`config.mk`:
```
export PLATFORM = sky130hd
export DESIGN_NAME = bwl_fifo
export DESIGN_NICKNAME = d
export VERILOG_FILES = /design/src/rtl/bwl_fifo.sv
export SDC_FILE = /design/constraint.sdc
export NUM_CORES = 1
export LEC_CHECK = 0
export BUFFER_PORTS_ARGS = -buffer_cell sky130_fd_sc_hd__buf_2
export CAP_MARGIN = 20
export CORE_ASPECT_RATIO = 1.1
export CORE_MARGIN = 4
export CORE_UTILIZATION = 58
export CTS_BUF_LIST = sky130_fd_sc_hd__clkbuf_8
export CTS_CLUSTER_DIAMETER = 80
export CTS_CLUSTER_SIZE = 25
export DETAILED_ROUTE_END_ITERATION = 10
export GPL_ROUTABILITY_DRIVEN = 0
export HOLD_SLACK_MARGIN = 0.06
export PLACE_DENSITY_LB_ADDON = 0.12
export SLEW_MARGIN = 20
export SYNTH_ARGS = -nofsm -noshare
export SYNTH_HDL_FRONTEND = slang
export SYNTH_SLANG_ARGS = --single-unit
```
`constraint.sdc`:
```
create_clock -name clock -period 2.6 [get_ports clock]
set_clock_uncertainty 0.15 [all_clocks]
set_input_delay 0 -clock clock [delete_from_list [all_inputs] [get_ports clock]]
set_output_delay 0 -clock clock [all_outputs]
set_load 0.02 [all_outputs]
```
`src/rtl/bwl_fifo.sv`:
```
`timescale 1ns / 1ps
// ----------------------------------------------------------------------------
// bwl_fifo
// Small register queue with full and empty flags.
// ----------------------------------------------------------------------------
module bwl_fifo #(
   parameter int WIDTH = 8,
   parameter int DEPTH = 4,
   localparam int PW = (DEPTH > 1) ? $clog2(DEPTH) : 1,
   localparam int CW = $clog2(DEPTH + 1)
) (
   input  logic             clock,
   input  logic             reset,
   input  logic             push,
   input  logic [WIDTH-1:0] din,
   output logic             full,
   input  logic             pop,
   output logic [WIDTH-1:0] dout,
   output logic             empty
);

   localparam logic [PW-1:0] PTR_LAST = PW'(DEPTH - 1);
   localparam logic [CW-1:0] CNT_FULL = CW'(DEPTH);

   logic [WIDTH-1:0] slot_ff [DEPTH];
   logic [PW-1:0]    wr_ptr_ff, wr_ptr_in;
   logic [PW-1:0]    rd_ptr_ff, rd_ptr_in;
   logic [CW-1:0]    count_ff, count_in;
   logic             do_push, do_pop;

   assign full    = (count_ff == CNT_FULL);
   assign empty   = (count_ff == '0);
   assign do_push = push && !full;
   assign do_pop  = pop && !empty;
   assign dout    = slot_ff[rd_ptr_ff];

   // Advance pointers and occupancy
   always_comb begin
      wr_ptr_in = wr_ptr_ff;
      rd_ptr_in = rd_ptr_ff;
      count_in  = count_ff;
      if (do_push) begin
         wr_ptr_in = (wr_ptr_ff == PTR_LAST) ? '0 : wr_ptr_ff + 1'b1;
      end
      if (do_pop) begin
         rd_ptr_in = (rd_ptr_ff == PTR_LAST) ? '0 : rd_ptr_ff + 1'b1;
      end
      if (do_push && !do_pop) begin
         count_in = count_ff + 1'b1;
      end else if (do_pop && !do_push) begin
         count_in = count_ff - 1'b1;
      end
   end

   always_ff @(posedge clock) begin
      if (reset) begin
         wr_ptr_ff <= '0;
         rd_ptr_ff <= '0;
         count_ff  <= '0;
      end else begin
         wr_ptr_ff <= wr_ptr_in;
         rd_ptr_ff <= rd_ptr_in;
         count_ff  <= count_in;
      end
   end

   // Store the request
   always_ff @(posedge clock) begin
      if (do_push) begin
         slot_ff[wr_ptr_ff] <= din;
      end
   end

endmodule

```
==> impl_metrics.yaml <==
critical_path:
  cp_data_required_time_ns: 2.67
  rr_endpoint: "count_ff[2]"
  cp-start-kind: "flip-flop"
  worstPathCellList: "or3b_4, clkinv_4, nor2_2, ha_1, inv_1, fa_1, xor2_1, or3_2, a21oi_1"
  cpMaxStageDelayCell: "dfxtp_1"
  end_kind: "flip-flop"
  cp_max_fo: 7
  reg2reg_slack_ns: 0.17
  max_stage_delay_ns: 0.45
  timing.rr.start: "count_ff[0]"
  r2r_cells: 9
  critical_path_arrival_ns: 2.50
  startpoint: "count_ff[0]"
  crit_type: "flip-flop to flip-flop"
timing:
  drv_slew: 0
  fin_setup_tns_ns: 0
  period_share_pct: 93.50
  maxSlewHeadroom_pct: 63.42
  final-hold-violation-count: 0
  fmax_mhz: 411.3
  fin_crit_ns: 2.431
  grt_setup_unrepaired: "false"
  layout_setup_ws_ns: 0.1689
  finalSetupViolations: 0
  worstMarginPinSlew_ns: 0.5479
clocking:
  htree_num_levels: 2
  cts_sinks: 41
  clkSlewWorstSetupHoldPaths_ns: 0.07
  cts_root_buf: "clkbuf_8"
  clk_latency_ns: 0.28
  cts_tree: "yes"
  cts_setup_buffers: 0
  clock_path_buffers: 2
  cts_buffers: 5
routing:
  first_pass_iters: 4
  drc: 0
  drt_wl_total_um: 2621
  viasPerCell: 5.457
  routedWlPerCell_um: 16.18
  vias: 884
  ant_nets: 0
  drt_iter0_markers: 15
finish:
  drive_above_1_share_pct: 34.88
  diodes: 0
  stdcell_area_um2: 1981
  finalNetCount: 147
  area_delta_synth_final_pct: 20.38
grt:
  antenna_found_initial: 0
  globalRouteOverflowTotal: 0
  grt_pass1_vias: 908
  grt_usage_pct: 16.25
  grt_max_degree: 13
  grt_pass1_wl_um: 4243
placed_design:
  post_dp_cell_area_um2: 1768
  place_ws_ns: 0.05949
  portBuffers: 21
  dp.final_hpwl_um: 1813
worst_hold_path:
  min_from: "din[0]"
  hold_depth: 2
  min_to: "slot_ff[3][0]"
  hp-class: "input pin to flip-flop"
job:
  drv_cap: 0
floorplanning:
  core_region_area_um2: 2753
  die_area_um2: 3754
  die_w_um: 58.78
  core.rowCount: 20
  die_y_um: 63.86
  start_util_pct: 59.77
  io_pins: 22
power_and_ir_drop:
  vdd_drop_max_mv: 0.6227
  p_per_area_nw_per_um2: 890.2
  power_leakage_nw: 0.7542
synthesis:
  ys_warn_count: 0
  synth_cells: 92
  synth.ff_latch_count: 41
  yosysSeqAreaShare_pct: 69.35
  syn_nets: 111
  synth_cell_types: 26
  synth_area_um2: 1645
  synth.avg_cell_area_um2: 17.88
status:
  status: "complete, no violations"
Yosys cell counts (all sizes together):
| cell | instances | share of area [%] |
|---|---|---|
| nor2 | 4 | 1.1 |
| clkinv | 1 | 0.53 |
| nand2 | 1 | 0.23 |
| o21ai | 2 | 0.61 |
| o31ai | 2 | 1.5 |
| xor2 | 2 | 1.1 |
| nor3 | 2 | 0.61 |
| mux4 | 8 | 11 |
| edfxtp | 32 | 58 |
| clkbuf | 1 | 0.23 |
| nand3 | 2 | 0.61 |
| buf | 3 | 1.2 |
| a21oi | 3 | 0.91 |
| fa | 1 | 1.2 |
| and3 | 4 | 1.8 |
| inv | 4 | 0.91 |
| ha | 6 | 4.6 |
| or3 | 2 | 0.84 |
| mux2i | 2 | 1.2 |
| dfxtp | 9 | 11 |
| or3b | 1 | 0.53 |
through the flow:
| stage | utilization, % | instances | total power, mW | hold slack (ns) |
|---|---|---|---|---|
| after floorplan | - | 92 | 1.234 | -0.05113 |
| after global placement | 64.23 | 142 | 1.341 | 0.06084 |
| after detailed placement | 64.23 | 142 | 1.360 | 0.07041 |
| after CTS | 71.86 | 162 | 1.785 | 0.2997 |
| after global routing | 71.95 | 162 | 1.874 | 0.3142 |
| final | 71.95 | 162 | 1.763 | 0.3154 |
power by group:
part,internal (mW),total [mW],switching (mW)
Clock,0.208,0.403,0.195
Combinational,0.231,0.481,0.250
Sequential,0.800,0.879,0.0795
worst max path at each step:
stage | endpoint | slack [ns] | cells past startpoint
floorplan | count_ff[2] | 0.26 | 10
global placement | count_ff[2] | 0.19 | 9
detailed placement | count_ff[2] | 0.06 | 9
CTS | count_ff[2] | 0.06 | 9
global route | count_ff[2] | 0.01 | 9
finish | count_ff[2] | 0.17 | 9
kinds of logic (layout without fill, tap and decap cells):
| logic type | count (synthesis) | count (layout) | share of synthesized area (%) |
|---|---|---|---|
| fa+ha+maj | 7 | 7 | 5.779 |
| simple gates | 16 | 16 | 5.704 |
| compound gates | 7 | 7 | 3.041 |
| buf+inv | 9 | 46 | 2.889 |
| xor+xnor | 2 | 2 | 1.065 |
| mux | 10 | 10 | 12.17 |
| flops | 41 | 41 | 69.35 |
cell usage in the layout, fill, tap and decap left out, drive strengths merged, types with 3 or more instances in the layout:
cell,instances
ha,6
dfxtp,9
edfxtp,32
a21oi,3
inv,6
dlygate4sd3,12
buf,21
nor2,4
mux4,8
and3,4
clkbuf,6
sequential cells by signal (all words and copies together), names as in the netlist, named ones only:
signal	count
rd_ptr_ff	2
slot_ff	32
count_ff	3
wr_ptr_ff	2
worst max-delay path: cells and delay by family (launching register included):
family / cells / cell delay [ns]
AO/OA/AOI/OAI: 1 / 0.15
buffers and inverters: 2 / 0.13
flip-flops: 1 / 0.45
XOR/XNOR: 1 / 0.15
adder cells (fa/ha/maj): 2 / 0.57
AND/OR/NAND/NOR: 3 / 0.75
routing by layer:
layer  track usage, %  part of all wire [%]  vias up
li1                 -                     -      422
met1            17.04                    38      430
met2            27.90                    56       28
met3            7.071                   5.9        4
met4            6.516                  0.72        0
met5                0                     0        -
cell type report:
| class | instances | area (µm²) |
|---|---|---|
| Tap cell | 33 | 41.29 |
| Inverter | 5 | 23.77 |
| Multi-Input combinational cell | 42 | 459.2 |
| Clock buffer | 6 | 82.58 |
| Sequential cell | 41 | 1141 |
| Clock inverter | 2 | 7.507 |
| Timing Repair Buffer | 33 | 225.2 |
| Fill cell | 203 | 772.0 |
repair_timing:
item                       in CTS  in global routing
gates resized for setup         0                  1
setup endpoints to repair       0                  1
hold endpoints to repair       41                  0
hold buffers                   12                  0
(Power assumes the default switching activity.)
