`config.mk`:
```
export PLATFORM = sky130hd
export DESIGN_NAME = bwl_front
export DESIGN_NICKNAME = d
export VERILOG_FILES = /design/src/rtl/bwl_pkg.sv /design/src/rtl/bwl_fifo.sv /design/src/rtl/bwl_front.sv
export SDC_FILE = /design/constraint.sdc
export NUM_CORES = 1
export LEC_CHECK = 0
export BUFFER_PORTS_ARGS = -buffer_cell sky130_fd_sc_hd__buf_4
export CAP_MARGIN = 40
export CORE_MARGIN = 2
export CORE_UTILIZATION = 40
export CTS_CLUSTER_DIAMETER = 120
export CTS_CLUSTER_SIZE = 8
export DETAILED_ROUTE_END_ITERATION = 10
export PLACE_DENSITY = 0.67
export SLEW_MARGIN = 20
export SYNTH_ARGS = -nofsm -noshare
export SYNTH_HDL_FRONTEND = slang
export SYNTH_HIERARCHICAL = 1
export SYNTH_SLANG_ARGS = --single-unit
```
`constraint.sdc`:
```
create_clock -name clock -period 7 [get_ports clock]
set_input_delay 0 -clock clock [delete_from_list [all_inputs] [get_ports clock]]
set_output_delay 0 -clock clock [all_outputs]
set_load 0.01 [all_outputs]
```
`src/rtl/bwl_pkg.sv`:
```
`timescale 1ns / 1ps
// ----------------------------------------------------------------------------
// bwl_pkg
// Shared types and constants of the brightest window locator.
// ----------------------------------------------------------------------------
package bwl_pkg;

   // Default geometry
   localparam int WINDOW_DEF     = 50;
   localparam int MAX_WIDTH_DEF  = 1024;
   localparam int MAX_HEIGHT_DEF = 1024;

   // Fixed field widths
   localparam int CFG_W      = 11;
   localparam int PIXEL_W    = 8;
   localparam int COORD_W    = 10;
   localparam int COL_SUM_W  = 14;
   localparam int WIN_SUM_W  = 20;
   localparam int CSR_DATA_W = 32;
   localparam int CSR_ADDR_W = 3;

   // Queue depths
   localparam int MID_DEPTH = 4;
   localparam int RES_DEPTH = 2;
   localparam int RES_CNT_W = $clog2(RES_DEPTH + 1);

   // Register map (index taken from address bit 2)
   localparam logic REG_IMAGE_WIDTH  = 1'b0;
   localparam logic REG_IMAGE_HEIGHT = 1'b1;

   localparam logic [CFG_W-1:0] IMAGE_WIDTH_RST  = 11'd640;
   localparam logic [CFG_W-1:0] IMAGE_HEIGHT_RST = 11'd480;

   typedef struct packed {
      logic [PIXEL_W-1:0] pixel;
      logic               frame_start;
   } req_type;

   typedef struct packed {
      logic                 found;
      logic [COORD_W-1:0]   corner_x;
      logic [COORD_W-1:0]   corner_y;
      logic [COORD_W-1:0]   centre_x;
      logic [COORD_W-1:0]   centre_y;
      logic [WIN_SUM_W-1:0] window_sum;
   } rsp_type;

   // Candidate window position carried with each pixel
   typedef struct packed {
      logic [COORD_W-1:0] corner_x;
      logic [COORD_W-1:0] corner_y;
      logic [COORD_W-1:0] centre_x;
      logic [COORD_W-1:0] centre_y;
   } coord_type;

   // Classification of one pixel, made by the front part
   typedef struct packed {
      logic frame_start;  // forget the best window before this pixel
      logic row_first;    // first row: column sum restarts
      logic row_sub;      // row at or past WINDOW: drop the oldest pixel
      logic row_act;      // row completes a window column
      logic col_first;    // first column: running sum restarts
      logic col_sub;      // column at or past WINDOW: drop the oldest column
      logic col_act;      // column completes a window
      logic frame_end;    // last pixel of the frame: emit a result
   } flags_type;

endpackage

```
`src/rtl/bwl_fifo.sv`:
```
`timescale 1ns / 1ps
// ----------------------------------------------------------------------------
// bwl_fifo
// Small register queue with full and empty flags.
// ----------------------------------------------------------------------------
module bwl_fifo #(
   parameter int WIDTH = 8,
   parameter int DEPTH = 4,
   localparam int PW = (DEPTH > 1) ? $clog2(DEPTH) : 1,
   localparam int CW = $clog2(DEPTH + 1)
) (
   input  logic             clock,
   input  logic             reset,
   input  logic             push,
   input  logic [WIDTH-1:0] din,
   output logic             full,
   input  logic             pop,
   output logic [WIDTH-1:0] dout,
   output logic             empty
);

   localparam logic [PW-1:0] PTR_LAST = PW'(DEPTH - 1);
   localparam logic [CW-1:0] CNT_FULL = CW'(DEPTH);

   logic [WIDTH-1:0] slot_ff [DEPTH];
   logic [PW-1:0]    wr_ptr_ff, wr_ptr_in;
   logic [PW-1:0]    rd_ptr_ff, rd_ptr_in;
   logic [CW-1:0]    count_ff, count_in;
   logic             do_push, do_pop;

   assign full    = (count_ff == CNT_FULL);
   assign empty   = (count_ff == '0);
   assign do_push = push && !full;
   assign do_pop  = pop && !empty;
   assign dout    = slot_ff[rd_ptr_ff];

   // Advance pointers and occupancy
   always_comb begin
      wr_ptr_in = wr_ptr_ff;
      rd_ptr_in = rd_ptr_ff;
      count_in  = count_ff;
      if (do_push) begin
         wr_ptr_in = (wr_ptr_ff == PTR_LAST) ? '0 : wr_ptr_ff + 1'b1;
      end
      if (do_pop) begin
         rd_ptr_in = (rd_ptr_ff == PTR_LAST) ? '0 : rd_ptr_ff + 1'b1;
      end
      if (do_push && !do_pop) begin
         count_in = count_ff + 1'b1;
      end else if (do_pop && !do_push) begin
         count_in = count_ff - 1'b1;
      end
   end

   always_ff @(posedge clock) begin
      if (reset) begin
         wr_ptr_ff <= '0;
         rd_ptr_ff <= '0;
         count_ff  <= '0;
      end else begin
         wr_ptr_ff <= wr_ptr_in;
         rd_ptr_ff <= rd_ptr_in;
         count_ff  <= count_in;
      end
   end

   // Store the request
   always_ff @(posedge clock) begin
      if (do_push) begin
         slot_ff[wr_ptr_ff] <= din;
      end
   end

endmodule

```
`src/rtl/bwl_front.sv`:
```
`timescale 1ns / 1ps
// ----------------------------------------------------------------------------
// bwl_front
// Tracks the raster position, classifies each pixel and queues it.
// ----------------------------------------------------------------------------
module bwl_front #(
   parameter int WINDOW     = bwl_pkg::WINDOW_DEF,
   parameter int MAX_WIDTH  = bwl_pkg::MAX_WIDTH_DEF,
   parameter int MAX_HEIGHT = bwl_pkg::MAX_HEIGHT_DEF,
   localparam int XW = $clog2(MAX_WIDTH),
   localparam int YW = $clog2(MAX_HEIGHT),
   localparam int SW = $clog2(WINDOW * MAX_WIDTH)
) (
   input  logic                      clock,
   input  logic                      reset,
   input  logic                      push,
   input  bwl_pkg::req_type          req_data,
   output logic                      full,
   input  logic [bwl_pkg::CFG_W-1:0] image_width,
   input  logic [bwl_pkg::CFG_W-1:0] image_height,
   output logic                      head_valid,
   input  logic                      head_pop,
   output bwl_pkg::flags_type        head_flags,
   output logic [bwl_pkg::PIXEL_W-1:0] head_pixel,
   output logic [XW-1:0]             head_x,
   output logic [SW-1:0]             head_slot,
   output bwl_pkg::coord_type        head_coord
);

   import bwl_pkg::*;

   localparam int ITEM_W = $bits(flags_type) + PIXEL_W + XW + SW + $bits(coord_type);
   localparam logic [SW-1:0] BASE_LAST = SW'((WINDOW - 1) * MAX_WIDTH);
   localparam logic [SW-1:0] BASE_STEP = SW'(MAX_WIDTH);

   logic [XW-1:0] col_ff, col_in;
   logic [YW-1:0] row_ff, row_in;
   logic [SW-1:0] base_ff, base_in;

   logic          accept;
   logic [XW-1:0] x, wlast;
   logic [YW-1:0] y, hlast;
   logic [SW-1:0] base;
   logic          row_end;
   flags_type     flags;
   coord_type     coord;
   logic [ITEM_W-1:0] item_din, item_dout;
   logic          item_empty;

   assign accept = push && !full;

   // Clamp the configured size to the supported range, as last positions
   always_comb begin
      if (image_width == '0) begin
         wlast = '0;
      end else if (32'(image_width) > MAX_WIDTH) begin
         wlast = XW'(MAX_WIDTH - 1);
      end else begin
         wlast = XW'(image_width - 1'b1);
      end
      if (image_height == '0) begin
         hlast = '0;
      end else if (32'(image_height) > MAX_HEIGHT) begin
         hlast = YW'(MAX_HEIGHT - 1);
      end else begin
         hlast = YW'(image_height - 1'b1);
      end
   end

   // Position of this pixel; a frame start restarts at the origin
   assign x    = req_data.frame_start ? '0 : col_ff;
   assign y    = req_data.frame_start ? '0 : row_ff;
   assign base = req_data.frame_start ? '0 : base_ff;

   assign row_end = (x >= wlast);

   // Classify the pixel
   always_comb begin
      flags.frame_start = req_data.frame_start;
      flags.row_first   = (y == '0);
      flags.row_sub     = (32'(y) >= WINDOW);
      flags.row_act     = (32'(y) >= WINDOW - 1);
      flags.col_first   = (x == '0);
      flags.col_sub     = (32'(x) >= WINDOW);
      flags.col_act     = (32'(x) >= WINDOW - 1);
      flags.frame_end   = row_end && (y >= hlast);
      coord.corner_x    = COORD_W'(32'(x) + 1 - WINDOW);
      coord.corner_y    = COORD_W'(32'(y) + 1 - WINDOW);
      coord.centre_x    = COORD_W'(32'(x) + 1 - WINDOW + WINDOW / 2);
      coord.centre_y    = COORD_W'(32'(y) + 1 - WINDOW + WINDOW / 2);
   end

   // Advance the raster position and the line store row base
   always_comb begin
      col_in  = col_ff;
      row_in  = row_ff;
      base_in = base_ff;
      if (accept) begin
         if (row_end) begin
            col_in = '0;
            if (flags.frame_end) begin
               row_in  = '0;
               base_in = '0;
            end else begin
               row_in  = y + 1'b1;
               base_in = (base == BASE_LAST) ? '0 : base + BASE_STEP;
            end
         end else begin
            col_in  = x + 1'b1;
            row_in  = y;
            base_in = base;
         end
      end
   end

   always_ff @(posedge clock) begin
      if (reset) begin
         col_ff  <= '0;
         row_ff  <= '0;
         base_ff <= '0;
      end else begin
         col_ff  <= col_in;
         row_ff  <= row_in;
         base_ff <= base_in;
      end
   end

   // Queue towards the back part
   assign item_din = {flags, req_data.pixel, x, base + SW'(x), coord};

   bwl_fifo #(
      .WIDTH (ITEM_W),
      .DEPTH (MID_DEPTH)
   ) u_mid_queue (
      .clock (clock),
      .reset (reset),
      .push  (accept),
      .din   (item_din),
      .full  (full),
      .pop   (head_pop),
      .dout  (item_dout),
      .empty (item_empty)
   );

   assign head_valid = !item_empty;
   assign {head_flags, head_pixel, head_x, head_slot, head_coord} = item_dout;

endmodule

```
==> key figures, run 1 <==
Routing
  • Wire length per cell: 20.46 microns
  • Total vias in the final route: 9,616
  • Antenna violation net count after detailed routing: 0
  • Initial detailed-routing violation count: 701
  • Number of iterations in the first detailed-routing pass: 5
  • Total Wirelength: 36,370 microns
  • DRC Markers: 0
  • Avg Vias per Cell: 5.408

Timing
  • Worst clock skew: 0.02138 ns
  • Final critical-path share of the clock period: 0.5155
  • Setup Viol. Count Final: 0
  • Transition time of the tightest slew-check pin: 0.8435 ns
  • Relative max-transition margin: 0.4376
  • Final Slew Violations: 0
  • Final critical path time including I/O delays and setup: 3.609 ns
  • Number of failing hold endpoints at the final stage: 0
  • Total negative setup slack: 0 ns
  • Unrepaired setup endpoints after global routing: no
  • Max Freq: 277.1 MHz
  • Worst Slack Setup Final: 3.391 ns

Floorplanning
  • Area of the die: 42,970 sq um
  • Cell row count: 74
  • Number of top-level pins: 119
  • Core Box Area: 40,830 sq um
  • Initial Util: 0.4049
  • Die outline width: 207.3 microns
  • Vertical die dimension: 207.3 microns

Logic synthesis
  • Cell Area, Synth: 16,530 sq um
  • Adder-cell share of the synthesized area: 0.04087
  • Xor-xnor portion of the synthesized cell area: 0.02490
  • Number of library cell types mapped by synthesis: 80
  • Area share of the leading cell type in the synthesized netlist: 0.5958
  • Async SR Flop Fraction: 0
  • Dominant register cell in the synthesized netlist: edfxtp_1
  • Largest family of logic cells by synthesized area: multiplexers
  • Number of enable-type register cells in the synthesized netlist: 328
  • Yosys Warn Count: 6
  • Fraction of the mapped netlist area in compound gates: 0.05873
  • Synthesized netlist net count: 1,145
  • Sequential area share after synthesis: 0.6503
  • Multiplexer fraction of the synthesized cell area: 0.1160
  • Largest cells by area after synthesis: edfxtp_1, mux4_2, dfxtp_1
  • Number of flip-flops and latches in the synthesized netlist: 373
  • Post-Synthesis Cells: 1,058
  • Simple-gate portion of the synthesized area: 0.08212
  • Post-synthesis cell type with the largest combined area: edfxtp_1
  • Mean post-synth cell area: 15.63 sq um

Critical path
  • Master of the slowest instance on the critical path: and3_4
  • RR Startpoint: u_mid_queue/count_ff[0]$_SDFFE_PP0P_
  • End of the worst register-to-register path: u_mid_queue/slot_ff[3][70]$_DFFE_PP_
  • Crit-path cells: or3b_1 > clkinv_4 > nand2b_1 > buf_8 > inv_1 > and3_4 > buf_4
  • Worst reg2reg setup slack: 3.39 ns
  • Startpoint of the worst setup timing path: u_mid_queue/count_ff[0]$_SDFFE_PP0P_
  • Worst reg-to-reg path cell count: 7
  • Peak per-stage delay on the critical path: 0.83 ns
  • Critical Path Fanout Max: 49
  • Critical Path Sink: u_mid_queue/slot_ff[3][70]$_DFFE_PP_
  • Required time of the worst setup path: 7.17 ns
  • Arrival time of the worst setup path: 3.78 ns
  • CP Class: flop to flop
  • Nature of the critical path endpoint: flop
  • Kind of launch point of the worst setup path: flop

Power and ir drop
  • Worst-case vdd ir drop: 0.1526 mV
  • Power consumption: 6.312 mW
  • Clock share of power: 0.353
  • Int Power: 4.688 mW
  • Relative contribution of sequential cells to total power: 0.440
  • PwrDens: 322.3 nW/um^2
  • Total leakage power: 6.564 nW
  • Proportion of power drawn by combinational gates: 0.207
  • Switching portion of total power: 0.2573
  • Net switching power: 1.624 mW

Global routing
  • Global-route wire length before repair: 56,260 microns
  • Global Route Usage Sum: 0.1675
  • Vias in the first global route: 9,808
  • Met1 Resource Use GR: 0.2357
  • Met2 Resource Use GR: 0.2695
  • Initial antenna violation count: 0
  • Layer with the highest usage: met2
  • Met3 track demand over resource in global routing: 0.02859
  • Largest net degree at the start of global routing: 50
  • Overflow left after global routing: 0

Placed design
  • Gp weighted congestion: 0.8149
  • Post-place setup slack: 3.278 ns
  • Count of input and output buffers: 118
  • HPWL after DPL: 23,090 microns

Clock network
  • Worst-skew pair later-pin latency: 0.55 ns
  • Post-CTS setup buffers: 0
  • Max Root-Sink Buffers: 3
  • Number of buffers inserted for hold repair after clock tree synthesis: 11
  • Clock tree from TritonCTS: done
  • Clock Sinks: 373
  • Cts bufs inserted: 52
  • Total of cells resized after clock tree synthesis: 0
  • Clock Root Buffer: clkbuf_16
  • Htree depth: 2
  • Clock-pin slew reported for the worst setup and hold paths after clock tree synthesis: 0.05 ns

Outcome
  • Result of the run: complete, no violations

Min path
  • Hold Path Class: input pin to flop
  • Min-delay src: push

Layout
  • Share of final-layout standard cells stronger than drive strength 1: 0.2448
  • NumNets Final: 1,303
  • Fill cell total of the finished layout: 3,477
  • Area added between synthesis and finish: 18.47%
  • ANT cells: 0

Run
  • MaxCap Viol Count: 0
## worst max-delay path, delay by kind of cell (launching register included)
kind | cells | cell delay, ns
and+or+nand+nor | 3 | 1.51
buffers and inverters | 4 | 1.21
DFF | 1 | 0.45
## stage by stage
step           area [sq um]  utilization  instances  hold WS, ns
5_1_grt               19590       0.4797       1778       0.1507
6_report              19590       0.4797       1778       0.1376
4_1_cts               19580       0.4795       1777       0.1021
3_5_place_dp          18020       0.4414       1682       0.2135
2_1_floorplan         16530            -       1058      0.09887
3_3_place_gp          17930       0.4392       1677       0.2075
## layout by cell type (no fill, tap or decap), types with 4 or more instances in the layout
master,Yosys,final
clkbuf_16,0,53
xor2_1,18,18
ha_1,50,50
o21a_1,4,4
clkbuf_1,14,30
nand3b_1,4,4
xnor2_1,29,29
o21ai_0,25,25
or3_1,13,13
o32ai_1,4,4
nor2_1,56,56
dfxtp_1,45,43
nor3_1,22,22
nand2_1,53,53
inv_1,41,41
a211oi_1,6,6
nor2_2,4,4
and3_4,0,4
a21oi_1,59,59
mux4_2,82,82
nand2b_1,9,9
buf_4,2,131
mux2i_1,6,6
o21ai_1,6,6
a21o_1,4,4
nand4_1,7,7
a22oi_1,4,4
and2_1,12,12
nor2b_1,20,20
dlygate4sd3_1,0,11
edfxtp_1,328,328
nand3_1,26,26
and3_1,10,6
nor4_1,8,8
## flip-flops by register name (all words and copies together) (netlist names), named ones only
name                   cells
u_mid_queue/slot_ff      328
col_ff                    10
u_mid_queue/rd_ptr_ff      2
u_mid_queue/count_ff       3
u_mid_queue/wr_ptr_ff      2
base_ff                   16
row_ff                    10
## Yosys cell counts, types with 13 or more instances
| library cell | number |
|---|---|
| mux4_2 | 82 |
| edfxtp_1 | 328 |
| nand3_1 | 26 |
| clkbuf_1 | 14 |
| a21oi_1 | 59 |
| inv_1 | 41 |
| buf_2 | 14 |
| nor3_1 | 22 |
| o21ai_0 | 25 |
| nor2_1 | 56 |
| dfxtp_1 | 45 |
| nor2b_1 | 20 |
| xnor2_1 | 29 |
| ha_1 | 50 |
| or3_1 | 13 |
| xor2_1 | 18 |
| nand2_1 | 53 |
## power groups by stage
stage          Combinational [mW]  Sequential [mW]  Clock, mW
6_report                     1.30             2.78       2.23
5_1_grt                      1.40             2.80       2.38
4_1_cts                      1.35             2.78       2.28
3_5_place_dp                 1.34             2.82          0
3_3_place_gp                 1.27             2.84          0
2_1_floorplan               0.814             2.78          0
## kinds of logic after synthesis
| logic type | after synthesis |
|---|---|
| flip-flops | 373 |
| AND/OR/NAND/NOR | 262 |
| adder cells (fa/ha/maj) | 53 |
| buffers and inverters | 87 |
| AO/OA/AOI/OAI | 147 |
| XOR/XNOR | 47 |
| multiplexers | 89 |
## layer usage
layer	part of all wire	up-vias	wire length (microns)
met4	0.019	0	678
met1	0.46	4866	16630
met3	0.051	55	1851
met5	0	-	0
met2	0.47	282	17210
li1	-	4413	-
## area by class of cell
type | count | area [sq um] | area share
Clock inverter | 1 | 5.005 | 0.0002555
Clock buffer | 83 | 1439 | 0.07346
Tap cell | 532 | 665.6 | 0.03398
Inverter | 45 | 188.9 | 0.009646
Timing Repair Buffer | 146 | 1176 | 0.06005
Sequential cell | 373 | 10760 | 0.5493
Multi-Input combinational cell | 598 | 5354 | 0.2733
## how the worst min path moves through the flow
stage                                                       to  slack (ns)  depth (start not counted)
after floorplan           u_mid_queue/slot_ff[0][66]$_DFFE_PP_         0.1                          0
after detailed placement  u_mid_queue/slot_ff[0][71]$_DFFE_PP_        0.21                          1
after global routing      u_mid_queue/slot_ff[1][81]$_DFFE_PP_        0.15                          2
after CTS                               col_ff[8]$_SDFFE_PP0P_        0.10                          4
final                                   col_ff[8]$_SDFFE_PP0P_        0.14                          4
after global placement    u_mid_queue/slot_ff[0][72]$_DFFE_PP_        0.21                          1
Note: power is estimated with default switching activity, not from simulation.
==> run 2: changes to the inputs <==
--- a/config.mk
+++ b/config.mk
@@ -12,7 +12,7 @@
 export CTS_CLUSTER_DIAMETER = 120
 export CTS_CLUSTER_SIZE = 8
 export DETAILED_ROUTE_END_ITERATION = 10
-export PLACE_DENSITY = 0.67
+export PLACE_DENSITY = 0.69
 export SLEW_MARGIN = 20
 export SYNTH_ARGS = -nofsm -noshare
 export SYNTH_HDL_FRONTEND = slang
==> constraint.sdc (replaced) <==
create_clock -name clock -period 3 [get_ports clock]
set_input_delay 0 -clock clock [delete_from_list [all_inputs] [get_ports clock]]
set_output_delay 0 -clock clock [all_outputs]
set_load 0.01 [all_outputs]
==> run 2 against run 1 <==
- die area did not move
- clock skew rose by 0.0062 ns
- sequential share of layout area down 1.8 points
==> key figures, run 2 (synthesis results as in run 1) <==
Global routing
  • Vias in the first global route: 10,200 (+4.0%)
  • Initial antenna violation count: 0 (unchanged)
  • Layer with the highest usage: met2
  • Overflow left after global routing: 0 (unchanged)
  • Met2 Resource Use GR: 0.2753 (+0.005747)
  • Met3 track demand over resource in global routing: 0.03071 (+0.002118)
  • Global Route Usage Sum: 0.1680 (+0.0004819)
  • Met1 Resource Use GR: 0.2308 (-0.004916)
  • Largest net degree at the start of global routing: 83 (+66%)
  • Global-route wire length before repair: 57,220 microns (+1.7%)

Timing
  • Final critical-path share of the clock period: 0.9340
  • Transition time of the tightest slew-check pin: 0.7738 ns (-0.06972 ns)
  • Final critical path time including I/O delays and setup: 2.802 ns
  • Worst clock skew: 0.02754 ns (+0.006163 ns)
  • Worst Slack Setup Final: 0.1980 ns (-3.193 ns)
  • Relative max-transition margin: 0.4841 (+0.04648)
  • Setup Viol. Count Final: 0 (unchanged)
  • Number of failing hold endpoints at the final stage: 0 (unchanged)
  • Max Freq: 356.9 MHz
  • Unrepaired setup endpoints after global routing: no
  • Final Slew Violations: 0 (unchanged)
  • Total negative setup slack: 0 ns (unchanged)

Clock network
  • Max Root-Sink Buffers: 3 (unchanged)
  • Post-CTS setup buffers: 0 (unchanged)
  • Cts bufs inserted: 52 (unchanged)
  • Htree depth: 2 (unchanged)
  • Worst-skew pair later-pin latency: 0.57 ns (+0.02 ns)
  • Clock-pin slew reported for the worst setup and hold paths after clock tree synthesis: 0.05 ns (about the same)
  • Clock tree from TritonCTS: done
  • Clock Sinks: 373 (unchanged)
  • Clock Root Buffer: clkbuf_16

Layout
  • Area of the multi-input gates: 5419 sq um (+1.2%)
  • Design area: 20,240 sq um (+3.3%)
  • Most common cell after layout, fill and taps aside: edfxtp_1
  • Flip-flop count of the largest register, all copies and words added: 328 (unchanged)
  • Fill cell total of the finished layout: 3,419 (-1.7%)
  • NumNets Final: 1,368 (+5.0%)
  • Storage element area: 10,760 sq um (unchanged)
  • Share of final-layout standard cells stronger than drive strength 1: 0.2875 (+0.04276)
  • Commonest cells after routing, fill and taps aside: edfxtp_1, buf_4, mux4_2
  • Area added between synthesis and finish: 22.42%
  • Largest registers: u_mid_queue/slot_ff (328), base_ff (16)
  • ANT cells: 0 (unchanged)
  • Most flops, register: u_mid_queue/slot_ff

Floorplanning
  • Core Box Area: 40,830 sq um (unchanged)
  • Area of the die: 42,970 sq um (unchanged)
  • Vertical die dimension: 207.3 microns (unchanged)
  • Die outline width: 207.3 microns (unchanged)
  • Number of top-level pins: 119 (unchanged)
  • Cell row count: 74 (unchanged)
  • Initial Util: 0.4049 (unchanged)

Placed design
  • Gp weighted congestion: 0.8449 (+3.7%)
  • Post-place setup slack: -0.3601 ns (-3.638 ns)
  • Count of input and output buffers: 118 (unchanged)
  • Placed standard-cell area: 18,590 sq um (+3.2%)
  • HPWL after DPL: 22,830 microns (-1.2%)

Routing
  • Total Wirelength: 36,240 microns (-0.37%)
  • Antenna violation net count after detailed routing: 0 (unchanged)
  • Total vias in the final route: 9,811 (+2.0%)
  • Initial detailed-routing violation count: 686 (-2.1%)
  • Avg Vias per Cell: 5.283 (-2.3%)
  • Wire length per cell: 19.51 microns (-4.6%)
  • Number of iterations in the first detailed-routing pass: 5 (unchanged)
  • DRC Markers: 0 (unchanged)

Min path
  • Hold Path Class: input pin to flop

Critical path
  • Cell mode on critical path: buf_4
  • Master of the slowest instance on the critical path: dlygate4sd3_1
  • CP Class: input pin to flop
  • Peak per-stage delay on the critical path: 0.53 ns (-0.30 ns)
  • Kind of launch point of the worst setup path: input pin
  • Nature of the critical path endpoint: flop
  • Crit-path cells: dlygate4sd3_1 > buf_4 > clkinv_2 > nand2_1 > inv_1 > buf_4 > ha_1 > a211oi_1 > or3_4 > and2_1 > nor3_2 > nor2_1 > a211oi_2
  • Crit path buf inv count: 5 (+1)
  • Crit-path leading delay family: simple AND/OR/NAND/NOR gates
  • Arrival time of the worst setup path: 3.28 ns (-0.50 ns)
  • Required time of the worst setup path: 3.48 ns (-3.69 ns)
  • Critical Path Fanout Max: 21 (-57%)

Power and ir drop
  • Worst-case vdd ir drop: 0.4166 mV (+170%)
  • PwrDens: 735.7 nW/um^2 (+130%)
  • Total leakage power: 6.913 nW (+5.3%)

Run
  • MaxCap Viol Count: 0 (unchanged)

Outcome
  • Result of the run: complete, no violations
## run 2: changes by cell type in the layout (fill, tap and decap cells not counted), sizes merged
cell,delta
buf,+64
clkbuf,+12
dlygate4sd3,+1
inv,+2
## run 2: per-layer routing
metal  vias to the layer above  wire (microns)
met5                         -               0
met4                         0             690
met3                        48            1986
met2                       275           17530
met1                      4918           16030
li1                       4570               -
## run 2: timing repair
action                     CTS  global route
hold endpoints to repair    63             0
gates resized for setup      0             4
hold buffers                12             0
setup endpoints to repair    0            34
## run 2: worst min-delay path, cell delays in order
cell	delay [ns]
buf_4	0.08
nand2b_1	0.08
buf_4	0.24
nand2_1	0.10
a31oi_1	0.06
## run 2: report_power, final
group	internal (mW)	switching, mW	total, mW
Combinational	1.49	1.61	3.10
Clock	3.29	2.08	5.37
Sequential	6.25	0.167	6.42
Total	11.0	3.85	14.9
## run 2: final cells by class
cell class | count | area share
sequential | 373 | 0.5315
tap | 532 | 0.03289
inverter | 45 | 0.009335
timing repair buffer | 211 | 0.08408
multi-input combinational | 598 | 0.2677
clock inverter | 3 | 0.001113
clock buffer | 95 | 0.07332
## run 2: stage by stage
stage                     total power, mW    util  hold slack (ns)  std cells
after floorplan                     8.357       -          0.09887       1058
after global placement              9.635  0.4554           0.2020       1747
after detailed placement            9.695  0.4554           0.2088       1747
after CTS                           15.13  0.4952          0.02939       1857
after global routing                15.54  0.4957          0.06666       1857
final                               14.89  0.4957          0.06013       1857
## run 2: worst paths after layout
check | startpoint | to | slack, ns | cells past startpoint
hold reg to reg | row_ff[8]$_SDFFE_PP0P_ | row_ff[8]$_SDFFE_PP0P_ | 0.47 | 2
hold / removal | push | row_ff[2]$_SDFFE_PP0P_ | 0.06 | 5
setup reg to reg | col_ff[5]$_SDFFE_PP0P_ | base_ff[5]$_SDFFE_PP0P_ | 0.23 | 10
setup / recovery | req_data[0] | row_ff[0]$_SDFFE_PP0P_ | 0.20 | 13
